## src/hdl/urav_pkg.sv

```systemverilog
// Shared types, constants and register codes of the ultrasonic range averager.
// Used by every module of the block but urav_ram, and by its checker; depends on nothing.
package urav_pkg;

	// field widths
	localparam int DIST_W    = 22;
	localparam int TICK_W    = 32;
	localparam int TRIG_W    = 16;
	localparam int SCALE_W   = 24;
	localparam int KIND_W    = 2;
	localparam int HALF_W    = 16;
	localparam int PROD_W    = HALF_W + SCALE_W;

	localparam logic [DIST_W-1:0] DIST_MAX = {DIST_W{1'b1}};
	localparam int ROUND_HALF = 32768;

	// stream packing
	localparam int S_TDATA_W = 8;
	localparam int M_TDATA_W = 48;
	localparam int M_TUSER_W = 3;
	localparam int DIST_LSB  = 1;
	localparam int AVG_LSB   = DIST_LSB + DIST_W;
	localparam int KIND_LSB  = 1;

	// timeout kinds
	localparam logic [KIND_W-1:0] KIND_NONE  = 2'd0;
	localparam logic [KIND_W-1:0] KIND_START = 2'd1;
	localparam logic [KIND_W-1:0] KIND_WIDTH = 2'd2;

	// register indexes
	localparam int CFG_IDX_W = 2;
	localparam int CFG_DATA_W = 32;
	localparam logic [CFG_IDX_W-1:0] CFG_TRIGGER  = 2'd0;
	localparam logic [CFG_IDX_W-1:0] CFG_TIMEOUT  = 2'd1;
	localparam logic [CFG_IDX_W-1:0] CFG_INTERVAL = 2'd2;
	localparam logic [CFG_IDX_W-1:0] CFG_SCALE    = 2'd3;

	// register reset values
	localparam logic [TRIG_W-1:0]  TRIGGER_RST  = 16'd10;
	localparam logic [TICK_W-1:0]  TIMEOUT_RST  = 32'd2000000;
	localparam logic [TICK_W-1:0]  INTERVAL_RST = 32'd100000;
	localparam logic [SCALE_W-1:0] SCALE_RST    = 24'd112394;

	localparam int QUEUE_DEPTH     = 4;
	localparam int RING_DEPTH_DFLT = 10;

	typedef struct packed {
		logic [TRIG_W-1:0]  trigger_ticks;
		logic [TICK_W-1:0]  timeout_ticks;
		logic [TICK_W-1:0]  interval_ticks;
		logic [SCALE_W-1:0] scale_q16;
	} cfg_t;

	// one classified tick, handed from the front end to the back end
	typedef struct packed {
		logic              trig;
		logic              finish;
		logic [KIND_W-1:0] kind;
		logic [TICK_W-1:0] width;
	} job_t;

	typedef struct packed {
		logic              trigger_level;
		logic              sample_valid;
		logic [DIST_W-1:0] distance;
		logic [DIST_W-1:0] average_distance;
		logic [KIND_W-1:0] timeout_kind;
	} res_t;

endpackage

```

## src/hdl/urav_ram.sv

```systemverilog
// Generic single-port-write, single-port-read RAM with registered read data.
// Stand-alone; no package.
module urav_ram #(
	parameter int WIDTH = 8,
	parameter int DEPTH = 16,
	parameter int AW    = (DEPTH > 1) ? $clog2(DEPTH) : 1
) (
	input  logic             clk,
	input  logic             wr_en,
	input  logic [AW-1:0]    wr_addr,
	input  logic [WIDTH-1:0] wr_data,
	input  logic             rd_en,
	input  logic [AW-1:0]    rd_addr,
	output logic [WIDTH-1:0] rd_data
);

	logic [WIDTH-1:0] mem_q [DEPTH];

	always_ff @(posedge clk) begin
		if (wr_en) begin
			mem_q[wr_addr] <= wr_data;
		end
		if (rd_en) begin
			rd_data <= mem_q[rd_addr];
		end
	end

endmodule

```

## src/hdl/urav_front.sv

```systemverilog
// Front end: trigger / echo phase sequencer that classifies every accepted tick.
// Depends on urav_pkg for the configuration and job types.
module urav_front (
	input  logic           clk,
	input  logic           arst_n,
	input  logic           accept,
	input  logic           echo_level,
	input  logic           run_enable,
	input  urav_pkg::cfg_t cfg,
	output urav_pkg::job_t job
);

	typedef enum logic [4:0] {
		PH_IDLE = 5'b00001,
		PH_TRIG = 5'b00010,
		PH_RISE = 5'b00100,
		PH_HIGH = 5'b01000,
		PH_WAIT = 5'b10000
	} phase_t;

	phase_t                      phase_q, phase_d;
	logic [urav_pkg::TICK_W-1:0] tick_q, tick_d, tick_inc;

	assign tick_inc = tick_q + urav_pkg::TICK_W'(1);

	always_comb begin
		phase_d = phase_q;
		tick_d  = tick_q;
		job     = '0;
		if (!run_enable) begin
			phase_d = PH_IDLE;
			tick_d  = '0;
		end else begin
			case (phase_q)
				PH_TRIG: begin
					if (tick_q < urav_pkg::TICK_W'(cfg.trigger_ticks)) begin
						job.trig = 1'b1;
						tick_d   = tick_inc;
					end else begin
						phase_d = PH_RISE;
						tick_d  = '0;
					end
				end
				PH_RISE: begin
					if (echo_level) begin
						phase_d = PH_HIGH;
						tick_d  = urav_pkg::TICK_W'(1);
					end else if (tick_inc >= cfg.timeout_ticks) begin
						job.kind = urav_pkg::KIND_START;
						phase_d  = PH_WAIT;
						tick_d   = '0;
					end else begin
						tick_d = tick_inc;
					end
				end
				PH_HIGH: begin
					if (echo_level && (tick_q < cfg.timeout_ticks)) begin
						tick_d = tick_inc;
					end else begin
						// echo fell or width hit the limit: hand the width on
						job.finish = 1'b1;
						job.kind   = echo_level ? urav_pkg::KIND_WIDTH : urav_pkg::KIND_NONE;
						job.width  = tick_q;
						phase_d    = PH_WAIT;
						tick_d     = '0;
					end
				end
				PH_WAIT: begin
					if (tick_q >= cfg.interval_ticks) begin
						job.trig = 1'b1;
						phase_d  = PH_TRIG;
						tick_d   = urav_pkg::TICK_W'(1);
					end else begin
						tick_d = tick_inc;
					end
				end
				default: begin
					job.trig = 1'b1;
					phase_d  = PH_TRIG;
					tick_d   = urav_pkg::TICK_W'(1);
				end
			endcase
		end
	end

	always_ff @(posedge clk or negedge arst_n) begin
		if (!arst_n) begin
			phase_q <= PH_IDLE;
			tick_q  <= '0;
		end else if (accept) begin
			phase_q <= phase_d;
			tick_q  <= tick_d;
		end
	end

endmodule

```

## src/hdl/urav_fifo.sv

```systemverilog
// Short job queue between the front end and the back end.
// Depends on urav_pkg for the job type and queue depth.
module urav_fifo (
	input  logic           clk,
	input  logic           arst_n,
	input  logic           push,
	input  urav_pkg::job_t push_job,
	output logic           full,
	input  logic           pop,
	output urav_pkg::job_t head,
	output logic           empty
);

	localparam int DEPTH = urav_pkg::QUEUE_DEPTH;
	localparam int PW    = (DEPTH > 1) ? $clog2(DEPTH) : 1;
	localparam int CW    = $clog2(DEPTH + 1);
	localparam logic [PW-1:0] PTR_LAST = PW'(DEPTH - 1);

	urav_pkg::job_t mem_q [DEPTH];
	logic [PW-1:0]  wr_ptr_q, rd_ptr_q;
	logic [CW-1:0]  count_q;

	assign full  = (count_q == CW'(DEPTH));
	assign empty = (count_q == '0);
	assign head  = mem_q[rd_ptr_q];

	always_ff @(posedge clk) begin
		if (push) begin
			mem_q[wr_ptr_q] <= push_job;
		end
	end

	always_ff @(posedge clk or negedge arst_n) begin
		if (!arst_n) begin
			wr_ptr_q <= '0;
			rd_ptr_q <= '0;
			count_q  <= '0;
		end else begin
			if (push) begin
				wr_ptr_q <= (wr_ptr_q == PTR_LAST) ? '0 : wr_ptr_q + PW'(1);
			end
			if (pop) begin
				rd_ptr_q <= (rd_ptr_q == PTR_LAST) ? '0 : rd_ptr_q + PW'(1);
			end
			if (push && !pop) begin
				count_q <= count_q + CW'(1);
			end else if (pop && !push) begin
				count_q <= count_q - CW'(1);
			end
		end
	end

endmodule

```

## src/hdl/urav_back.sv

```systemverilog
// Back end: scales finished widths, updates the distance ring and running sum,
// divides for the average and holds the result register. Uses urav_pkg and urav_ram.
module urav_back #(
	parameter int RING_DEPTH = urav_pkg::RING_DEPTH_DFLT
) (
	input  logic           clk,
	input  logic           arst_n,
	input  urav_pkg::cfg_t cfg,
	input  urav_pkg::job_t head,
	input  logic           empty,
	output logic           pop,
	output logic           res_valid,
	input  logic           res_ready,
	output urav_pkg::res_t res
);

	localparam int DIST_W = urav_pkg::DIST_W;
	localparam int PROD_W = urav_pkg::PROD_W;
	localparam int HALF_W = urav_pkg::HALF_W;
	localparam int AW     = (RING_DEPTH > 1) ? $clog2(RING_DEPTH) : 1;
	localparam int CNT_W  = $clog2(RING_DEPTH + 1);
	localparam int SUM_W  = DIST_W + CNT_W;
	localparam int DC_W   = $clog2(SUM_W);
	localparam logic [AW-1:0] POS_LAST = AW'(RING_DEPTH - 1);

	typedef enum logic [6:0] {
		B_IDLE   = 7'b0000001,
		B_MUL_LO = 7'b0000010,
		B_MUL_HI = 7'b0000100,
		B_SCALE  = 7'b0001000,
		B_UPD    = 7'b0010000,
		B_DIV    = 7'b0100000,
		B_OUT    = 7'b1000000
	} bstate_t;

	bstate_t            bst_q;
	urav_pkg::job_t     job_q;
	logic [PROD_W-1:0]  prod_lo_q, prod_hi_q;
	logic [PROD_W:0]    lo_round, scaled;
	logic [DIST_W-1:0]  dist_sat, dist_q, old_d, rd_data, avg_sat;
	logic [AW-1:0]      pos_q;
	logic [RING_DEPTH-1:0] ring_vld_q;
	logic [SUM_W-1:0]   sum_q, sum_next, quo_q;
	logic [CNT_W-1:0]   cnt_q, cnt_next, rem_q, rem_d;
	logic [CNT_W:0]     trial, diff;
	logic               ge;
	logic [DC_W-1:0]    div_cnt_q;
	logic               out_free, out_load;

	urav_ram #(
		.WIDTH (DIST_W),
		.DEPTH (RING_DEPTH),
		.AW    (AW)
	) u_ring (
		.clk     (clk),
		.wr_en   (bst_q == B_UPD),
		.wr_addr (pos_q),
		.wr_data (dist_q),
		.rd_en   (bst_q == B_MUL_LO),
		.rd_addr (pos_q),
		.rd_data (rd_data)
	);

	assign out_free = !res_valid || res_ready;
	assign pop      = (bst_q == B_IDLE) && !empty && (head.finish || out_free);
	assign out_load = (pop && !head.finish) || ((bst_q == B_OUT) && out_free);

	// round to nearest: (w * s + 2^15) >> 16, split over the two width halves
	assign lo_round = {1'b0, prod_lo_q} + (PROD_W + 1)'(urav_pkg::ROUND_HALF);
	assign scaled   = {1'b0, prod_hi_q} + (lo_round >> HALF_W);
	assign dist_sat = (scaled > (PROD_W + 1)'(urav_pkg::DIST_MAX)) ?
		urav_pkg::DIST_MAX : scaled[DIST_W-1:0];

	// an entry never written since reset reads as zero
	assign old_d    = ring_vld_q[pos_q] ? rd_data : '0;
	assign sum_next = sum_q - SUM_W'(old_d) + SUM_W'(dist_q);
	assign cnt_next = cnt_q - CNT_W'(old_d != '0) + CNT_W'(dist_q != '0);

	// restoring divide, one quotient bit a cycle
	assign trial = {rem_q, quo_q[SUM_W-1]};
	assign ge    = (trial >= {1'b0, cnt_q});
	assign diff  = trial - {1'b0, cnt_q};
	assign rem_d = ge ? diff[CNT_W-1:0] : trial[CNT_W-1:0];

	assign avg_sat = (cnt_q == '0) ? '0 :
		(quo_q > SUM_W'(urav_pkg::DIST_MAX)) ? urav_pkg::DIST_MAX : quo_q[DIST_W-1:0];

	always_ff @(posedge clk or negedge arst_n) begin
		if (!arst_n) begin
			bst_q      <= B_IDLE;
			res_valid  <= 1'b0;
			pos_q      <= '0;
			ring_vld_q <= '0;
			sum_q      <= '0;
			cnt_q      <= '0;
		end else begin
			if (out_load) begin
				res_valid <= 1'b1;
			end else if (res_ready) begin
				res_valid <= 1'b0;
			end
			case (bst_q)
				B_IDLE: begin
					if (pop && head.finish) begin
						bst_q <= B_MUL_LO;
					end
				end
				B_MUL_LO: bst_q <= B_MUL_HI;
				B_MUL_HI: bst_q <= B_SCALE;
				B_SCALE:  bst_q <= B_UPD;
				B_UPD: begin
					ring_vld_q[pos_q] <= 1'b1;
					sum_q <= sum_next;
					cnt_q <= cnt_next;
					pos_q <= (pos_q == POS_LAST) ? '0 : pos_q + AW'(1);
					bst_q <= B_DIV;
				end
				B_DIV: begin
					if (div_cnt_q == '0) begin
						bst_q <= B_OUT;
					end
				end
				B_OUT: begin
					if (out_free) begin
						bst_q <= B_IDLE;
					end
				end
				default: bst_q <= B_IDLE;
			endcase
		end
	end

	always_ff @(posedge clk) begin
		if (pop) begin
			job_q <= head;
		end
		if (bst_q == B_MUL_LO) begin
			prod_lo_q <= PROD_W'(job_q.width[HALF_W-1:0]) * PROD_W'(cfg.scale_q16);
		end
		if (bst_q == B_MUL_HI) begin
			prod_hi_q <= PROD_W'(job_q.width[2*HALF_W-1:HALF_W]) * PROD_W'(cfg.scale_q16);
		end
		if (bst_q == B_SCALE) begin
			dist_q <= dist_sat;
		end
		if (bst_q == B_UPD) begin
			quo_q     <= sum_next;
			rem_q     <= '0;
			div_cnt_q <= DC_W'(SUM_W - 1);
		end else if (bst_q == B_DIV) begin
			quo_q     <= {quo_q[SUM_W-2:0], ge};
			rem_q     <= rem_d;
			div_cnt_q <= div_cnt_q - DC_W'(1);
		end
		if (out_load) begin
			if (bst_q == B_OUT) begin
				res.trigger_level    <= job_q.trig;
				res.sample_valid     <= 1'b1;
				res.distance         <= dist_q;
				res.average_distance <= avg_sat;
				res.timeout_kind     <= job_q.kind;
			end else begin
				res.trigger_level    <= head.trig;
				res.sample_valid     <= 1'b0;
				res.distance         <= '0;
				res.average_distance <= '0;
				res.timeout_kind     <= head.kind;
			end
		end
	end

endmodule

```

## src/hdl/ultrasonic_range_averager.sv

```systemverilog
// Top level of the ultrasonic range averager: configuration registers, stream packing,
// and the front end, job queue and back end. Uses urav_pkg, urav_front, urav_fifo, urav_back.
//
// Each input request is one timer tick carrying the sampled echo pin and the run enable;
// each tick gives exactly one output request, in order. While enabled the block drives a
// trigger pulse, waits for echo to rise, times its high width (both waits bounded by
// timeout_ticks), converts the width to hundredths of a centimetre with scale_q16 (rounded,
// saturated to 22 bits), stores it in a ring of RING_DEPTH recent distances and reports the
// ring sum divided by the count of nonzero entries, then idles interval_ticks before the
// next trigger. The front end sequences the phases and classifies one tick per cycle while
// the job queue has room; a four-deep job queue decouples it from the back end. Ticks that
// end no measurement are loaded into the result register as they leave the queue. A tick
// that ends a measurement holds the back end while it takes the job from the queue, runs
// a split 16 x 24 multiply in two halves, rounds, updates the ring through the RAM port,
// divides bit-serially over the SUM_W quotient bits and loads the result; the queue
// absorbs the ticks that arrive meanwhile and s_tready drops only when it fills. The ring
// valid bits, running sum and count are cleared by reset with no clearing pass; unwritten
// ring entries read as zero. Configuration writes are always taken (cfg_ready is tied high)
// and must only occur while the block is idle.
module ultrasonic_range_averager #(
	parameter int RING_DEPTH = urav_pkg::RING_DEPTH_DFLT
) (
	input  logic                               clk,
	input  logic                               arst_n,
	// s_tdata: [0] echo_level, [1] run_enable, [7:2] zero
	input  logic                               s_tvalid,
	output logic                               s_tready,
	input  logic [urav_pkg::S_TDATA_W-1:0]     s_tdata,
	// m_tdata: [0] trigger_level, [22:1] distance, [44:23] average_distance, [47:45] zero
	// m_tuser: [0] sample_valid, [2:1] timeout_kind
	output logic                               m_tvalid,
	input  logic                               m_tready,
	output logic [urav_pkg::M_TDATA_W-1:0]     m_tdata,
	output logic [urav_pkg::M_TUSER_W-1:0]     m_tuser,
	// configuration writes: index 0 trigger, 1 timeout, 2 interval, 3 scale
	input  logic                               cfg_valid,
	output logic                               cfg_ready,
	input  logic [urav_pkg::CFG_IDX_W-1:0]     cfg_index,
	input  logic [urav_pkg::CFG_DATA_W-1:0]    cfg_data
);

	localparam int PAD_W = urav_pkg::M_TDATA_W - 1 - 2 * urav_pkg::DIST_W;

	urav_pkg::cfg_t cfg_q;
	urav_pkg::job_t job, head;
	urav_pkg::res_t res;
	logic           accept, fifo_full, fifo_empty, pop;

	// configuration registers: accept every write, ignore nothing but unknown codes
	assign cfg_ready = 1'b1;

	always_ff @(posedge clk or negedge arst_n) begin
		if (!arst_n) begin
			cfg_q.trigger_ticks  <= urav_pkg::TRIGGER_RST;
			cfg_q.timeout_ticks  <= urav_pkg::TIMEOUT_RST;
			cfg_q.interval_ticks <= urav_pkg::INTERVAL_RST;
			cfg_q.scale_q16      <= urav_pkg::SCALE_RST;
		end else if (cfg_valid && cfg_ready) begin
			case (cfg_index)
				urav_pkg::CFG_TRIGGER:  cfg_q.trigger_ticks  <= cfg_data[urav_pkg::TRIG_W-1:0];
				urav_pkg::CFG_TIMEOUT:  cfg_q.timeout_ticks  <= cfg_data;
				urav_pkg::CFG_INTERVAL: cfg_q.interval_ticks <= cfg_data;
				urav_pkg::CFG_SCALE:    cfg_q.scale_q16      <= cfg_data[urav_pkg::SCALE_W-1:0];
				default: ;
			endcase
		end
	end

	// hold off input requests only when the job queue is full
	assign s_tready = !fifo_full;
	assign accept   = s_tvalid && s_tready;

	urav_front u_front (
		.clk        (clk),
		.arst_n     (arst_n),
		.accept     (accept),
		.echo_level (s_tdata[0]),
		.run_enable (s_tdata[1]),
		.cfg        (cfg_q),
		.job        (job)
	);

	urav_fifo u_fifo (
		.clk      (clk),
		.arst_n   (arst_n),
		.push     (accept),
		.push_job (job),
		.full     (fifo_full),
		.pop      (pop),
		.head     (head),
		.empty    (fifo_empty)
	);

	urav_back #(
		.RING_DEPTH (RING_DEPTH)
	) u_back (
		.clk       (clk),
		.arst_n    (arst_n),
		.cfg       (cfg_q),
		.head      (head),
		.empty     (fifo_empty),
		.pop       (pop),
		.res_valid (m_tvalid),
		.res_ready (m_tready),
		.res       (res)
	);

	// pack the result register onto the output stream
	assign m_tdata = {{PAD_W{1'b0}}, res.average_distance, res.distance, res.trigger_level};
	assign m_tuser = {res.timeout_kind, res.sample_valid};

endmodule

```

## config.mk

```make
export PLATFORM = sky130hd
export DESIGN_NAME = ultrasonic_range_averager
export DESIGN_NICKNAME = d
export VERILOG_FILES = /design/src/hdl/urav_pkg.sv /design/src/hdl/urav_ram.sv /design/src/hdl/urav_front.sv /design/src/hdl/urav_fifo.sv /design/src/hdl/urav_back.sv /design/src/hdl/ultrasonic_range_averager.sv
export SDC_FILE = /design/constraint.sdc
export NUM_CORES = 2
export LEC_CHECK = 0
export BUFFER_PORTS_ARGS = -buffer_cell sky130_fd_sc_hd__buf_2
export CAP_MARGIN = 20
export CORE_ASPECT_RATIO = 1.1
export CORE_MARGIN = 5
export CORE_UTILIZATION = 40
export DETAILED_ROUTE_END_ITERATION = 7
export PLACE_DENSITY = 0.63
export SETUP_SLACK_MARGIN = 0.4
export SLEW_MARGIN = 25
export SYNTH_ARGS = -nofsm -noshare
export SYNTH_HDL_FRONTEND = slang
export SYNTH_SLANG_ARGS = --single-unit
export TNS_END_PERCENT = 1
```

## constraint.sdc

```tcl
create_clock -name clk -period 12.85 [get_ports clk]
set_clock_uncertainty 0.2 [all_clocks]
set_input_delay 0.6425 -clock clk [delete_from_list [all_inputs] [get_ports clk]]
set_output_delay 0.6425 -clock clk [all_outputs]
set_load 0.01 [all_outputs]
```

==> summary.md <==
| Metric | Value |
|---|---|
| Status | `finished clean` |
| Crit path launch type | `flip-flop` |
| Global routing usage summed across all routing layers | `18.6%` |
| Fraction of final layout cells sized beyond drive strength 1 | `10.3%` |
| Effective utilization at floorplan | `40.1%` |
| CTS buffer count | `84` |
| Class of the tightest hold or removal check | `in -> reg` |
| Maximum number of pins on one net before global-route repair | `93` |
| Input/output buffers | `90` |
| Max capacitance violation total | `0` |
| Height of the die | `422 µm` |
| Prevailing post-synth register cell | `edfxtp_1` |
| Portion of the clock cycle consumed by the worst path in the final layout | `61.2%` |
| Number of enable flip-flop cells after synthesis | `582` |
| Commonest non-fill, non-tap cell in the layout | `inv_1` |
| Total iterations of the first detailed-routing run | `6` |
| Max-slew headroom | `29.7%` |
| Total Nets Final | `6691` |
| Critical Path End Type | `flip-flop` |
| Clock Path Buffers | `3` |
| Core area | `154000 µm²` |
| DIE AREA | `162000 µm²` |
| RSZ-0062 raised after global routing | `no` |
| Via count of the first global-routing pass | `43000` |
| Distinct cells, synth | `83` |
| Post-route standard cell area excluding fillers | `67600 µm²` |
| Transition time at the pin with the least slew margin | `1.05 ns` |
| Clk_lat worst skew | `0.69 ns` |
| Vias per Instance | `5.23` |
| Vias after detailed routing | `40500` |
| Number of sinks driven by the clock tree | `791` |
| Seq cells post-synth | `791` |
| Highest-count cells in the layout ignoring fill and taps | `inv_1 (915), fa_1 (637), nand2_1 (632), edfxtp_1 (582), and2_1 (421)` |
| Layout Utilization | `44.0%` |
| Number of DRC violations after detailed routing | `0` |
| Fin crit period | `7.86 ns` |
| Number of DRC markers in iteration 0 | `2510` |
| Number of max-slew violations in the final report | `0` |
| Overall die width | `384 µm` |
| DP Wirelength | `106 mm` |
| Worst setup path class | `reg -> reg` |
| Detailed Route WL | `149 mm` |
| Async S/R FF share, synth | `25.3%` |
| Max Fclk | `127 MHz` |
| Post-detailed-route count of antenna-violating nets | `0` |
| CTS Root Cell | `clkbuf_16` |
| Post-detailed-placement cell area | `64600 µm²` |
| Synthesized area divided by synthesized cell count | `11.0 µm²` |
| Final setup vio count | `0` |
| I/O pin total | `101` |
| Filler cells | `14200` |
| Overall overflow remaining after global route | `0` |
| Layout overhead on the synthesized area | `9.56%` |
| Global-route wire length before repair | `239 mm` |
| Final hold violation count | `0` |
| Clock transition at the register clock pins on the worst setup and hold paths after CTS | `0.06 ns` |
| Largest fanout of any net on the critical path | `33` |
| Yosys warns | `0` |
| Seq/Total Area, Yosys | `36.8%` |
| Post-Synthesis Cell Area | `61700 µm²` |
| Antenna violations before repair | `2` |
| Worst Path Arrival | `8.07 ns` |
| Critical path data required time | `13.06 ns` |
| Placer Congestion | `0.856` |
| TritonCTS clock tree | `done` |
| Average routed wire per standard cell | `19.2 µm` |
| CTS resizes | `0` |
| H-Tree Depth | `3` |
| Row count | `151` |
| Summed negative setup slack over all endpoints | `0 ns` |
| Post-synthesis instance total | `5581` |
-- registers in the layout (all words and copies together), names as in the netlist, 25 cells and up --
register / cells
u_back.job_q: 35
u_front.tick_q: 32
u_back.sum_q: 26
u_back.res: 48
u_back.quo_q: 26
u_fifo.mem_q: 144
u_back.prod_lo_q: 25
u_back.u_ring.mem_q: 220
cfg_q: 104
u_back.prod_hi_q: 40
-- cell usage after synthesis (24+ instances only) --
cell type	instances	share of area (%)
nor3_1	46	0.37
clkbuf_1	230	1.4
o21a_1	42	0.51
a21o_1	72	0.88
a211oi_1	48	0.58
fa_1	637	21
and3_1	39	0.40
inv_1	916	5.6
o21ai_0	136	1.1
and2_1	421	4.3
dfrtp_1	174	7.1
a21oi_1	150	1.2
ha_1	401	8.1
nand2_1	632	3.8
mux2_2	104	1.9
mux2i_1	28	0.45
dfstp_2	26	1.1
xor2_1	53	0.75
nor2b_1	24	0.24
nand4_1	54	0.55
a32o_1	24	0.39
nand3_1	75	0.61
edfxtp_1	582	28
xnor2_1	106	1.5
nor2_1	157	0.96
mux4_2	82	3.0
-- metrics by stage --
stage | setup WS, ns | std cells | hold WS, ns
after floorplan | 6.21 | 5583 | 0.147
after global placement | 5.05 | 7572 | 0.246
after detailed placement | 5.03 | 7572 | 0.250
after CTS | 5.01 | 7739 | 0.000970
after global routing | 4.65 | 7742 | 0.0344
final | 4.99 | 7743 | 0.0449
-- logic make-up (layout without fill, tap and decap cells) --
group	count (synthesis)	after routing	synth area share, %
simple gates	1585	1585	12.9
buf+inv	1168	1261	7.16
fa+ha+maj	1038	1038	28.8
flops	791	791	36.8
compound gates	624	624	6.73
mux	214	214	5.35
xor+xnor	159	159	2.26
other cells	2	6	0.0122
-- critical path, cell delays in order, from the launching register on --
cell     delay [ns]
dfstp_2        1.20
nand2_1        0.16
fa_1           0.53
inv_1          0.05
fa_1           0.53
inv_1          0.05
fa_1           0.49
inv_1          0.05
fa_1           0.47
fa_1           0.54
inv_1          0.05
fa_1           0.52
inv_1          0.04
ha_1           0.38
nand3_1        0.10
nor2_1         0.38
inv_1          0.08
o31ai_1        0.63
a21o_1         0.21
a21oi_1        0.18
o311a_1        0.44
a21oi_1        0.17
xnor2_1        0.09
-- per-layer routing --
metal / vias up / track usage (%) / wire length [µm]
met3: 297 / 2.64 / 7730
met2: 1092 / 33.2 / 75600
met5: - / 0 / 0
li1: 18500 / - / -
met4: 0 / 5.03 / 4220
met1: 20600 / 23.6 / 61400
-- area by class of cell --
type	count	area (µm²)	share of cell area (%)
inverters	916	3440	5.09
multi-input cells	3624	34700	51.4
diodes	2	5.00	0.00741
flip-flops and latches	791	22700	33.6
repair buffers	189	1250	1.85
clock buffers	105	2220	3.29
well taps	2065	2580	3.82
clock inverters	51	634	0.939
-- path summary, 6_finish.rpt --
| check | cells after the start | from | end | slack [ns] |
|---|---|---|---|---|
| min in group asynchronous | 2 | arst_n | cfg_q[46] | 0.35 |
| hold reg to reg | 1 | u_back.ring_vld_q[8] | u_back.ring_vld_q[8] | 0.27 |
| max in group asynchronous | 4 | arst_n | u_back.pos_q[0] | 9.86 |
| setup reg to reg | 22 | cfg_q[9] | u_back.prod_hi_q[39] | 4.99 |
| setup / recovery | 22 | cfg_q[9] | u_back.prod_hi_q[39] | 4.99 |
| hold / removal | 3 | cfg_data[8] | cfg_q[96] | 0.04 |
-- what timing repair did --
action | in CTS | in global routing
setup buffers | 0 | 0
hold endpoints to repair | 95 | 0
hold buffers | 11 | 0
Power is not shown: default switching activity piles up to over one toggle a cycle in this logic, so the estimate is an artifact.
